`config.mk`:
```
export PLATFORM = sky130hd
export DESIGN_NAME = last_note_priority_stack_unit
export DESIGN_NICKNAME = d
export VERILOG_FILES = /design/src/hw/rtl/lnps_pkg.sv /design/src/hw/rtl/lnps_cell.sv /design/src/hw/rtl/last_note_priority_stack_unit.sv
export SDC_FILE = /design/constraint.sdc
export NUM_CORES = 1
export LEC_CHECK = 0
export ABC_AREA = 1
export BUFFER_PORTS_ARGS = -buffer_cell sky130_fd_sc_hd__buf_4
export CORE_UTILIZATION = 45
export DETAILED_ROUTE_END_ITERATION = 8
export GPL_TIMING_DRIVEN = 0
export MAX_ROUTING_LAYER = met4
export SETUP_SLACK_MARGIN = 0.15
export SLEW_MARGIN = 20
export SYNTH_ARGS = -nofsm -noshare
export SYNTH_HDL_FRONTEND = slang
export SYNTH_HIERARCHICAL = 1
export SYNTH_SLANG_ARGS = --single-unit
```
`constraint.sdc`:
```
create_clock -name clk -period 8.9 [get_ports clk]
set_clock_uncertainty 0.2 [all_clocks]
set_input_delay 0.445 -clock clk [delete_from_list [all_inputs] [get_ports clk]]
set_output_delay 0.445 -clock clk [all_outputs]
set_load 0.03 [all_outputs]
```
`src/hw/rtl/lnps_pkg.sv`:
```
// shared types and constants for the last-note priority stack
// no dependencies; imported by every module of the block

package lnps_pkg;

  // stack depth used when the top level is not overridden
  localparam int DEF_STACK_DEPTH = 16;

  // field widths fixed by the stream format
  localparam int NOTE_W      = 7;
  localparam int DEPTH_W     = 5;
  localparam int IN_TDATA_W  = 8;
  localparam int OUT_TDATA_W = 16;

  typedef logic [NOTE_W-1:0] note_t;

  // key event kind carried on in_tuser
  typedef enum logic {
    CMD_PRESS   = 1'b0,
    CMD_RELEASE = 1'b1
  } cmd_t;

  // control broadcast from the top level to every cell
  typedef struct packed {
    logic upd;    // a word is accepted this cycle
    logic press;  // the event is a key press
    logic hold;   // press with no match on a full stack: stack stays as is
  } lnps_ctrl_t;

endpackage

```
`src/hw/rtl/lnps_cell.sv`:
```
// one stack cell: holds one note, compares it with the key and shifts
// toward its neighbors; depends on lnps_pkg

module lnps_cell
  import lnps_pkg::*;
#(
  parameter int STACK_DEPTH = DEF_STACK_DEPTH,
  parameter int IDX         = 0
) (
  input  logic                               clk,
  input  lnps_ctrl_t                         ctrl,
  input  note_t                              key_note,
  input  logic [$clog2(STACK_DEPTH+1)-1:0]   held_total,
  input  logic                               hit_in,    // match in a cell nearer the top
  input  note_t                              prev_note, // neighbor nearer the top (or key)
  input  note_t                              next_note, // neighbor farther from the top
  output logic                               hit_out,
  output note_t                              note_q,
  output note_t                              note_nxt
);

  localparam int CW = $clog2(STACK_DEPTH+1);

  note_t note_r;
  logic  occupied;
  logic  match;

  // a cell is part of the stack when its position is below the count
  assign occupied = (held_total > CW'(IDX));
  assign match    = occupied && (note_r == key_note);
  assign hit_out  = hit_in | match;

  // press: cells above the removed copy move one place down and the key
  // lands in cell 0; release: cells from the removed copy on move up
  always_comb begin
    note_nxt = note_r;
    if (ctrl.press) begin
      if (!ctrl.hold && !hit_in) begin
        note_nxt = prev_note;
      end
    end else begin
      if (hit_in || match) begin
        note_nxt = next_note;
      end
    end
  end

  // note storage, written only on an accepted word
  always_ff @(posedge clk) begin
    if (ctrl.upd) begin
      note_r <= note_nxt;
    end
  end

  assign note_q = note_r;

endmodule

```
`src/hw/rtl/last_note_priority_stack_unit.sv`:
```
// Last-note priority note stack for a monophonic voice.
// Input stream: in_tuser is the event kind (0 press, 1 release) and in_tdata
// carries the note number. Every accepted word yields exactly one result word
// on the output stream: sound_on, the note to play, whether a press was
// stored, and the number of held notes after the event.
// The stack is a row of STACK_DEPTH cells with the most recent note in cell 0.
// On each accepted word every cell compares its note with the key, a match
// flag ripples along the row, and all cells shift and compact in the same
// cycle, so the stack never holds duplicates.
// The result is registered and appears in the cycle after the word is accepted.
// One word per cycle while the receiver takes each result; the row of cells
// finishes an event on accept, and the result register holds it until it is taken.
// When the receiver stalls, the result stays in the output register and
// in_tready drops until it is taken; a word is accepted in the same cycle the
// pending result leaves.
// Reset (rst_n low, synchronous) empties the stack and drops any pending
// result; cell contents are left as they are and are never read until written.
// Depends on lnps_pkg and lnps_cell.

module last_note_priority_stack_unit
  import lnps_pkg::*;
#(
  parameter int STACK_DEPTH = DEF_STACK_DEPTH
) (
  input  logic                   clk,
  input  logic                   rst_n,
  // input stream
  input  logic                   in_tvalid,
  output logic                   in_tready,
  input  logic [IN_TDATA_W-1:0]  in_tdata,   // [6:0] key_note, [7] zero
  input  logic                   in_tuser,   // [0] cmd
  // result stream
  output logic                   out_tvalid,
  input  logic                   out_tready,
  output logic [OUT_TDATA_W-1:0] out_tdata   // [0] sound_on, [7:1] play_note,
                                             // [8] was_stored, [13:9] depth_now,
                                             // [15:14] zero
);

  localparam int CW = $clog2(STACK_DEPTH+1);

  logic [CW-1:0]      held_total_r, held_total_nxt;
  logic [CW-1:0]      total_dropped;
  logic               out_valid_r, out_valid_nxt;
  logic               sound_on_r, sound_on_nxt;
  note_t              play_note_r, play_note_nxt;
  logic               was_stored_r, was_stored_nxt;
  logic [DEPTH_W-1:0] depth_now_r, depth_now_nxt;
  logic [CW+DEPTH_W-1:0] total_ext;

  logic       accept;
  cmd_t       cmd;
  note_t      key_note;
  logic       room;
  lnps_ctrl_t ctrl;

  logic [STACK_DEPTH:0] hit;
  note_t                note_q   [STACK_DEPTH];
  note_t                note_nxt [STACK_DEPTH];

  // input handshake and field unpacking
  assign in_tready = rst_n && (!out_valid_r || out_tready);
  assign accept    = in_tvalid && in_tready;
  assign cmd       = cmd_t'(in_tuser);
  assign key_note  = in_tdata[NOTE_W-1:0];

  // count after any copy is removed, and whether a push fits
  assign total_dropped = held_total_r - CW'(hit[STACK_DEPTH]);
  assign room          = (total_dropped < CW'(STACK_DEPTH));

  assign ctrl.upd   = accept;
  assign ctrl.press = (cmd == CMD_PRESS);
  assign ctrl.hold  = (cmd == CMD_PRESS) && !room;

  // row of cells, cell 0 holds the stack top
  assign hit[0] = 1'b0;
  for (genvar i = 0; i < STACK_DEPTH; i++) begin : g_cell
    note_t prev_n;
    note_t next_n;
    if (i == 0) begin : g_first
      assign prev_n = key_note;
    end else begin : g_mid
      assign prev_n = note_q[i-1];
    end
    if (i == STACK_DEPTH-1) begin : g_last
      assign next_n = note_q[i];
    end else begin : g_inner
      assign next_n = note_q[i+1];
    end
    lnps_cell #(
      .STACK_DEPTH (STACK_DEPTH),
      .IDX         (i)
    ) u_cell (
      .clk        (clk),
      .ctrl       (ctrl),
      .key_note   (key_note),
      .held_total (held_total_r),
      .hit_in     (hit[i]),
      .prev_note  (prev_n),
      .next_note  (next_n),
      .hit_out    (hit[i+1]),
      .note_q     (note_q[i]),
      .note_nxt   (note_nxt[i])
    );
  end

  // new count and result fields
  always_comb begin
    held_total_nxt = total_dropped;
    was_stored_nxt = 1'b0;
    if (ctrl.press && room) begin
      held_total_nxt = total_dropped + CW'(1);
      was_stored_nxt = 1'b1;
    end
    if (ctrl.press) begin
      sound_on_nxt  = 1'b1;
      play_note_nxt = key_note;
    end else if (held_total_nxt != '0) begin
      sound_on_nxt  = 1'b1;
      play_note_nxt = note_nxt[0];
    end else begin
      sound_on_nxt  = 1'b0;
      play_note_nxt = '0;
    end
    total_ext     = {{DEPTH_W{1'b0}}, held_total_nxt};
    depth_now_nxt = total_ext[DEPTH_W-1:0];
  end

  // output word valid: set on accept, cleared when taken
  assign out_valid_nxt = accept || (out_valid_r && !out_tready);

  // control registers
  always_ff @(posedge clk) begin
    if (!rst_n) begin
      held_total_r <= '0;
      out_valid_r  <= 1'b0;
    end else begin
      out_valid_r <= out_valid_nxt;
      if (accept) begin
        held_total_r <= held_total_nxt;
      end
    end
  end

  // result payload register
  always_ff @(posedge clk) begin
    if (accept) begin
      sound_on_r   <= sound_on_nxt;
      play_note_r  <= play_note_nxt;
      was_stored_r <= was_stored_nxt;
      depth_now_r  <= depth_now_nxt;
    end
  end

  assign out_tvalid = out_valid_r;
  assign out_tdata  = {2'b00, depth_now_r, was_stored_r, play_note_r, sound_on_r};

endmodule

```
=== After elaboration in Yosys (flattened, before gate mapping) ===
Cells that the tools add are included.
Widths: inputs -> output; s select.

* Register bits after elaboration: 132
* Bits in latches: 0
* Bits in writable memories: 0
* ROM bits: 0
* Input bits: 13
* Output and inout bits: 18
* Word-level logic and storage cells: 238
* Memories: 0

* Add/subtract/negate cells: 2
* $mul: 0
* Divide/modulo/power cells: 0
* Order comparisons: 17
* Equality and inequality tests: 30
* Shift operators: 0
* Mux-type cells: 50
* Bitwise logic cells: 16
* Reductions and logical operators: 101

{| class="wikitable"
|+ Operator list
! operator !! count
|-
| $mux 7 || 47
|-
| $eq 7x7->1 || 16
|-
| $reduce_and 3->1 || 15
|-
| $gt 5x4->1 const B || 8
|-
| $logic_and 1x1->1 || 36
|-
| $ne 2x1->1 const B || 14
|-
| $reduce_bool 2->1 || 14
|-
| $gt 5x3->1 const B || 4
|-
| $logic_not 1->1 || 19
|-
| $logic_or 1x1->1 || 16
|-
| $or 1x1->1 || 15
|-
| $gt 5x1->1 const B || 2
|-
| $gt 5x2->1 const B || 2
|-
| $add 5x1->5 const B || 1
|-
| $lt 5x5->1 const B || 1
|-
| $mux 5 || 1
|-
| $reduce_bool 5->1 || 1
|-
| $sub 5x1->5 || 1
|-
| $mux 1 || 2
|-
| $not 1->1 || 1
|}

=== Depth between registers and ports, before layout ===
Gate-level depths: netlist of run 1.

* Depth after elaboration: 25
* Mapped depth: 53

=== Modules after synthesis ===
Netlist of run 1, hierarchy kept.

{| class="wikitable"
|+ Modules (own cells, without submodules)
! module !! instances !! cells an instance !! area each (um^2)
|-
| lnps_cell at g_cell[1].u_cell ... || 3 || 99 || 635.6
|-
| lnps_cell at g_cell[10].u_cell ... || 2 || 92 || 625.6
|-
| last_note_priority_stack_unit || 1 || 130 || 1092.3
|-
| lnps_cell at g_cell[7].u_cell || 1 || 108 || 733.2
|-
| lnps_cell at g_cell[15].u_cell || 1 || 107 || 691.9
|-
| lnps_cell at g_cell[12].u_cell || 1 || 104 || 676.9
|-
| lnps_cell at g_cell[9].u_cell || 1 || 104 || 670.6
|-
| lnps_cell at g_cell[6].u_cell || 1 || 96 || 664.4
|-
| lnps_cell at g_cell[4].u_cell || 1 || 95 || 660.6
|-
| lnps_cell at g_cell[13].u_cell || 1 || 102 || 656.9
|-
| lnps_cell at g_cell[0].u_cell || 1 || 94 || 631.9
|-
| lnps_cell at g_cell[14].u_cell || 1 || 95 || 629.4
|-
| lnps_cell at g_cell[2].u_cell || 1 || 94 || 629.4
|-
| lnps_cell at g_cell[11].u_cell || 1 || 95 || 625.6
|}

=== Worst setup path after synthesis of run 1 ===
Ideal clock, no wire load.

* Path type: reg2reg
* Start point: register held_total_r[4]
* End point: register play_note_r[3], data pin
* Library setup time: 0.253 ns
* Arrival: 6.844 ns
* Data required time: 8.447 ns
* Path slack: 1.603 ns
* Cell stages (with the launch flop): 51
* Path buffers: 1
* Cells stage by stage: dfxtp_1 -> nor2_1 -> and3_1 -> nor2_2 -> nand2_4 -> nand2_8 -> inv_2 -> nand2_8 -> clkinv_1 -> nand2_8 -> inv_2 -> nand2_8 -> bufinv_8 -> nand2_4 -> inv_2 -> nand2_8 -> inv_2 -> nand2_8 -> (+15 left out) -> nand2_4 -> inv_2 -> nand2_8 -> ha_1 -> inv_1 -> nor2_2 -> nand2_2 -> nand2_1 -> nand2_1 -> nor2_1 -> nor2_1 -> inv_1 -> clkbuf_1 -> a21oi_1 -> o21ai_0 -> nand2_1 -> nand3_1 -> nand2_1

{| class="wikitable"
|+ RTL lines
! item !! RTL line !! RTL
|-
| start: declaration || last_note_priority_stack_unit.sv:42 || <nowiki>logic [CW-1:0] held_total_r, held_total_nxt;</nowiki>
|-
| start signal: assignment || last_note_priority_stack_unit.sv:140 || <nowiki>held_total_r <= held_total_nxt;</nowiki>
|-
| end signal: assignment || last_note_priority_stack_unit.sv:149 || <nowiki>play_note_r <= play_note_nxt;</nowiki>
|-
| end: declaration || last_note_priority_stack_unit.sv:46 || <nowiki>note_t play_note_r, play_note_nxt;</nowiki>
|}

==> qor.yml, run 1 <==
layout:
  final_common_cell: "nand2_1"
  layout-drive-gt1-share: 0.1713
  synthToLayoutAreaGrowth_pct: 11.65
  nFillCells: 2541
  mostFrequentLayoutCells: "470 x nand2_1, 284 x inv_1, 244 x nand3_1"
  finish.net_count: 1772
  finalNonFillerCells: 2099
  diodes: 0
power_and_ir_drop:
  combPwrFrac: 0.254
  ir_drop_v: 0.0001118
  switching_power_w: 0.0006998
  intPower_w: 0.001375
  p_seq_frac: 0.384
  pwr-share-clk: 0.362
  powerDensity_mw_per_mm2: 161.3
  swShare: 0.3373
  power.leakage_nw: 6.539
sta:
  setup-violations-final: 0
  fin_crit_sh: 0.9162
  fmax_mhz: 122.6
  drv_slew: 0
  tightest_slew_ps: 709.5
  hold_viol_final: 0
  fin_setup_tns_ps: 0
  period_minus_slack_ps: 8154
  rsz0062_at_grt: "false"
  relSlewSlack: 0.5270
yosys:
  synth.cell_area_sq_mm: 0.01152
  syn-instance-count: 1705
  synth_warnings: 6
  ys_ff_latch: 132
  synth_cell_types: 35
  syn_avg_cell_area_sq_um: 6.757
  yosysSeqAreaShare: 0.3388
critical_path:
  r2r_setup_slack_ps: 750
  reg2reg_depth: 51
  slowest_delay_ps: 430
  path_common_cell: "nand2_4"
  reg2reg_from: "g_cell[0].u_cell/note_q[5]"
  cp.arrival_ps: 8120
  worst_setup_path_end_kind: "register"
  critPathRequiredTime_ps: 8870
  critPathKind: "reg -> reg"
  cp_slowest_cell: "edfxtp_1"
  cp-start-kind: "register"
  rr_endpoint: "g_cell[9].u_cell/note_q[5]"
  cp_max_fo: 10
drt:
  wire_per_inst_microns: 14.16
  drtAntennaViolNets: 0
  drt_iter0_drc: 791
  wirelength_microns: 29730
  drc: 0
  drt-pass1-iter-count: 8
  vias: 10668
  via_per_inst: 5.082
global_routing:
  antenna_found_initial: 0
  grt_pass1_vias: 9918
  grt_pass1_wl_microns: 49090
  grt_remaining_overflow: 0
  grt_max_degree: 94
  grt_usage: 0.2391
placement:
  dp_cells: 2067
  hpwl_microns: 20760
  port_buffers: 27
  place.gp.congestion: 0.8315
clock_network:
  ctsHtreeMaxLevel: 4
  cts_buffers: 17
  clock-root-buffer: "clkbuf_16"
  clkSlewWorstSetupHoldPaths_ps: 70
  hold_buffers: 0
  clk_latency_ps: 420
  clockBufferDepth: 2
  cts_tree: "done"
  cts_sinks: 132
min_path:
  min_to: "out_tvalid"
  hold_depth: 3
  hold_path_class: "in -> reg"
  hp-start: "in_tvalid"
die:
  dieHeight_microns: 162.0
  core_sq_mm: 0.02518
  die_area_sq_mm: 0.02625
  fp-row-count: 58
  die_w_microns: 162.0
  ios: 31
  start_util: 0.4575
outcome:
  status: "complete, no violations"
flow_run:
  maxCapViolations: 0
worst max-delay path, delay by kind of cell, from the launching register on:
family,cells,cell delay (ps)
AOI/OAI and AO/OA,2,230
adders and majority gates,1,240
buffers and inverters,20,3960
DFF,1,430
and+or+nand+nor,28,2790
state kept, by name, summed over array words and instances (netlist names):
register and cells:
held_total_r 5, sound_on_r 1, was_stored_r 1, play_note_r 7, depth_now_r 5, g_cell.u_cell/note_q 112
out_tvalid 1
metrics by stage:
| stage | instance area, sq um | util | total power, W | hold WS (ps) | worst slack (ps) |
|---|---|---|---|---|---|
| after floorplan | 11530 | - | 0.001189 | 360.6 | 1603 |
| after global placement | 12150 | 0.4824 | 0.001319 | 296.4 | -763.7 |
| after detailed placement | 12200 | 0.4843 | 0.001327 | 335.1 | -98.32 |
| after CTS | 12820 | 0.5093 | 0.002083 | 53.83 | 314.7 |
| after global routing | 12860 | 0.5108 | 0.002186 | 65.61 | 192.4 |
| final | 12860 | 0.5108 | 0.002075 | 65.03 | 746.0 |
logic make-up (layout without fill, tap and decap cells):
kind of cell	Yosys count	after routing	synth area share
AND/OR/NAND/NOR	873	873	0.3687
buffers and inverters	407	468	0.1454
AO/OA/AOI/OAI	241	241	0.1070
flip-flops	132	132	0.3388
XOR/XNOR	48	48	0.03649
adder cells (fa/ha/maj)	3	3	0.003258
other	1	4	0.0003255
cells in the mapped netlist (all sizes together):
master / n / area [sq um]
and3: 1 / 6.260
edfxtp: 126 / 3784
ha: 3 / 37.54
a31o: 1 / 8.760
bufbuf: 1 / 18.77
a21oi: 115 / 575.6
dfxtp: 6 / 120.1
nand2: 540 / 2402
clkbuf: 14 / 52.55
nor3: 1 / 5.000
nand3: 257 / 1411
nand4: 1 / 6.260
a31oi: 2 / 12.51
o21bai: 4 / 37.53
clkinv: 3 / 11.26
o31ai: 1 / 7.510
dlymetal6s2s: 2 / 25.02
o21ai: 118 / 590.6
inv: 361 / 1355
conb: 1 / 3.750
bufinv: 5 / 87.58
xor2: 7 / 61.31
xnor2: 41 / 359.1
buf: 21 / 125.1
nor2: 73 / 416.7
worst max-delay path by stage:
| stage | startpoint | slack [ps] | to | depth (start not counted) |
|---|---|---|---|---|
| 2_1_floorplan | held_total_r[4] | 1600 | play_note_r[3] | 50 |
| 3_3_place_gp | in_tdata[5] | -760 | play_note_r[4] | 54 |
| 3_5_place_dp | in_tdata[5] | -100 | g_cell[15].u_cell/note_q[3] | 53 |
| 4_1_cts | held_total_r[2] | 310 | g_cell[11].u_cell/note_q[3] | 49 |
| 5_1_grt | g_cell[0].u_cell/note_q[5] | 190 | g_cell[2].u_cell/note_q[3] | 50 |
| 6_report | g_cell[0].u_cell/note_q[5] | 750 | g_cell[9].u_cell/note_q[5] | 51 |
layout make-up:
| class | count | area [sq um] | area share |
|---|---|---|---|
| plain buffers | 37 | 216.5 | 0.01683 |
| clock buffers | 17 | 425.4 | 0.03307 |
| clock inverters | 15 | 193.9 | 0.01508 |
| inverters | 369 | 1469 | 0.1142 |
| multi-input cells | 1169 | 5961 | 0.4634 |
| flip-flops and latches | 132 | 3920 | 0.3047 |
| well taps | 330 | 412.9 | 0.03210 |
| repair buffers | 30 | 265.3 | 0.02062 |
power groups by stage:
| stage | clock network, W | registers, W | logic [W] |
|---|---|---|---|
| after floorplan | 0 | 0.000801 | 0.000388 |
| after global placement | 0 | 0.000814 | 0.000505 |
| after detailed placement | 0 | 0.000809 | 0.000518 |
| after CTS | 0.000765 | 0.000796 | 0.000522 |
| after global routing | 0.000786 | 0.000803 | 0.000597 |
| final | 0.000751 | 0.000796 | 0.000527 |
layer usage:
layer  routed length, microns  track usage  part of all wire  up-vias
li1                         -            -                 -     5513
met3                     1106      0.03039             0.037       45
met1                    14730       0.3204              0.50     4885
met4                      574      0.07118             0.019        0
met2                    13310       0.3767              0.45      225
met5                        0            -                 0        -
timing repair:
item                       4_1_cts  5_1_grt
gates cloned                     0        0
buffers inserted                 0        1
setup endpoints to repair       24      111
resized for setup                4       20
pin swaps                        0        1
Power figures use the tool's default switching activity.
==> inputs of run 2 (changes only) <==
==> constraint.sdc (replaced) <==
create_clock -name clk -period 9.01 [get_ports clk]
set_clock_uncertainty 0.2 [all_clocks]
set_input_delay 0.4505 -clock clk [delete_from_list [all_inputs] [get_ports clk]]
set_output_delay 0.4505 -clock clk [all_outputs]
set_load 0.03 [all_outputs]
==> qor.yml, run 2 (synthesized netlist as in run 1, its figures left out) <==
critical_path:
  rr_endpoint: "g_cell[9].u_cell/note_q[5]"
  worst_setup_path_end_kind: "register"
  r2r_setup_slack_ps: 710  # -40 ps
  path_delay_family: "simple AND/OR/NAND/NOR gates"
  path_common_cell: "nand2_4"
  reg2reg_depth: 49  # -3.9%
  path_buf_inv: 19  # -5.0%
  cp.arrival_ps: 8270  # +150 ps
  cp_max_fo: 16  # +6
  critPathRequiredTime_ps: 8980  # +110 ps
  critPathKind: "reg -> reg"
  slowest_delay_ps: 550  # +120 ps
  cp-start-kind: "register"
  reg2reg_from: "held_total_r[1]"
  cp_slowest_cell: "dfxtp_2"
drt:
  drt_iter0_drc: 783  # -1.0%
  drc: 0  # unchanged
  via_per_inst: 5.057  # -0.50%
  drt-pass1-iter-count: 5  # -3
  vias: 10620  # -0.45%
  wirelength_microns: 29650  # -0.25%
  wire_per_inst_microns: 14.12  # -0.30%
  drtAntennaViolNets: 0  # unchanged
sta:
  fin_crit_sh: 0.9216  # +0.005435
  fmax_mhz: 120.4  # -1.8%
  hold_viol_final: 0  # unchanged
  tightest_slew_ps: 716.0  # +6.428 ps
  relSlewSlack: 0.5227  # -0.004285
  rsz0062_at_grt: "false"
  period_minus_slack_ps: 8304  # +149.8 ps
  setup-violations-final: 0  # unchanged
  drv_slew: 0  # unchanged
global_routing:
  antenna_found_initial: 0  # unchanged
  grt_max_degree: 94  # unchanged
  grt_remaining_overflow: 0  # unchanged
  grt_pass1_vias: 9918  # unchanged
  grt_pass1_wl_microns: 49100  # about the same
  grt_usage: 0.2392  # about the same
clock_network:
  ctsHtreeMaxLevel: 4  # unchanged
  cts_tree: "done"
  clkSlewWorstSetupHoldPaths_ps: 60  # about the same
  clk_latency_ps: 420  # about the same
  clockBufferDepth: 2  # unchanged
  cts_sinks: 132  # unchanged
  cts_buffers: 17  # unchanged
  clock-root-buffer: "clkbuf_16"
layout:
  finalNonFillerCells: 2100  # +0.048%
  nFillCells: 2539  # -0.079%
  synthToLayoutAreaGrowth_pct: 11.65  # unchanged
  final_common_cell: "nand2_1"
  final_util: 0.5108  # unchanged
  largest_reg_flops: 112  # unchanged
  finish.net_count: 1773  # +0.056%
  diodes: 0  # unchanged
  mostFrequentLayoutCells: "470 x nand2_1, 284 x inv_1, 244 x nand3_1"
  layout-drive-gt1-share: 0.1701  # -0.001227
power_and_ir_drop:
  combPwrFrac: 0.254  # about the same
  switching_power_w: 0.0006888  # -1.6%
  ir_drop_v: 0.0001115  # -0.24%
  finalPower_w: 0.002048  # -1.3%
  p_seq_frac: 0.384  # about the same
  intPower_w: 0.001359  # -1.2%
  powerDensity_mw_per_mm2: 159.2  # -1.3%
  pwr-share-clk: 0.362  # about the same
  swShare: 0.3364  # -0.0008831
  power.leakage_nw: 6.548  # +0.14%
placement:
  port_buffers: 27  # unchanged
  dp_cells: 2067  # unchanged
  place.gp.congestion: 0.8315  # unchanged
  hpwl_microns: 20760  # unchanged
outcome:
  status: "complete, no violations"
min_path:
  hold_depth: 3  # unchanged
  hp-start: "in_tvalid"
  hold_path_class: "in -> reg"
  min_to: "out_tvalid"
die:
  die_w_microns: 162.0  # unchanged
  die_area_sq_mm: 0.02625  # unchanged
  start_util: 0.4575  # unchanged
  core_sq_mm: 0.02518  # unchanged
  fp-row-count: 58  # unchanged
  ios: 31  # unchanged
  dieHeight_microns: 162.0  # unchanged
flow_run:
  maxCapViolations: 0  # unchanged
[run 2: worst max path at each step]
stage                                from                          end  slack [ps]  cells past startpoint
after global placement        in_tdata[5]               play_note_r[4]        -660                     54
after global routing      held_total_r[1]   g_cell[2].u_cell/note_q[3]         160                     48
after CTS                 held_total_r[1]  g_cell[11].u_cell/note_q[3]         190                     49
after detailed placement      in_tdata[5]  g_cell[15].u_cell/note_q[3]           6                     53
final                     held_total_r[1]   g_cell[9].u_cell/note_q[5]         710                     49
after floorplan           held_total_r[4]               play_note_r[3]        1710                     50
[run 2: through the flow]
stage | instance area (sq um) | worst slack, ps | hold slack (ps) | setup TNS, ps
after floorplan | 11530 | 1713 | 360.6 | 0
after global placement | 12150 | -659.2 | 296.4 | -46360
after detailed placement | 12200 | 6.176 | 335.1 | 0
after CTS | 12820 | 194.5 | 59.33 | 0
after global routing | 12860 | 157.5 | 71.11 | 0
final | 12860 | 706.2 | 73.61 | 0
[run 2: worst min-delay path, stage by stage]
cell and delay [ps]:
buf_4 90, a21oi_1 40, nor2_1 70
[run 2: final cells by class]
cell class                      count  area, sq um  share of cell area
Timing Repair Buffer               30        265.3             0.02062
Tap cell                          330        412.9             0.03210
Clock buffer                       17        425.4             0.03307
Sequential cell                   132         3913              0.3042
Buffer                             38        227.7             0.01770
Multi-Input combinational cell   1169         5961              0.4634
Inverter                          369         1465              0.1139
Clock inverter                     15        193.9             0.01508
[run 2: timing repair]
item                                    4_1_cts  5_1_grt
setup buffers                                 0        1
endpoints found under the setup margin        3      119
hold buffers                                  0        0
resized for setup                             1       18
pin swaps                                     0        1
[run 2: power by group through the flow]
stage	Sequential, W	Clock (W)	Combinational [W]
after floorplan	0.000791	0	0.000383
after global placement	0.000804	0	0.000498
after detailed placement	0.000799	0	0.000512
after CTS	0.000786	0.000756	0.000515
after global routing	0.000793	0.000776	0.000591
final	0.000787	0.000741	0.000521
[run 2: metal layers]
layer  GRT usage  vias up  share of wire
met5           -        -              0
met4     0.07118        0          0.019
met3     0.03039       45          0.036
met2      0.3767      195           0.45
met1      0.3206     4867           0.49
li1            -     5513              -
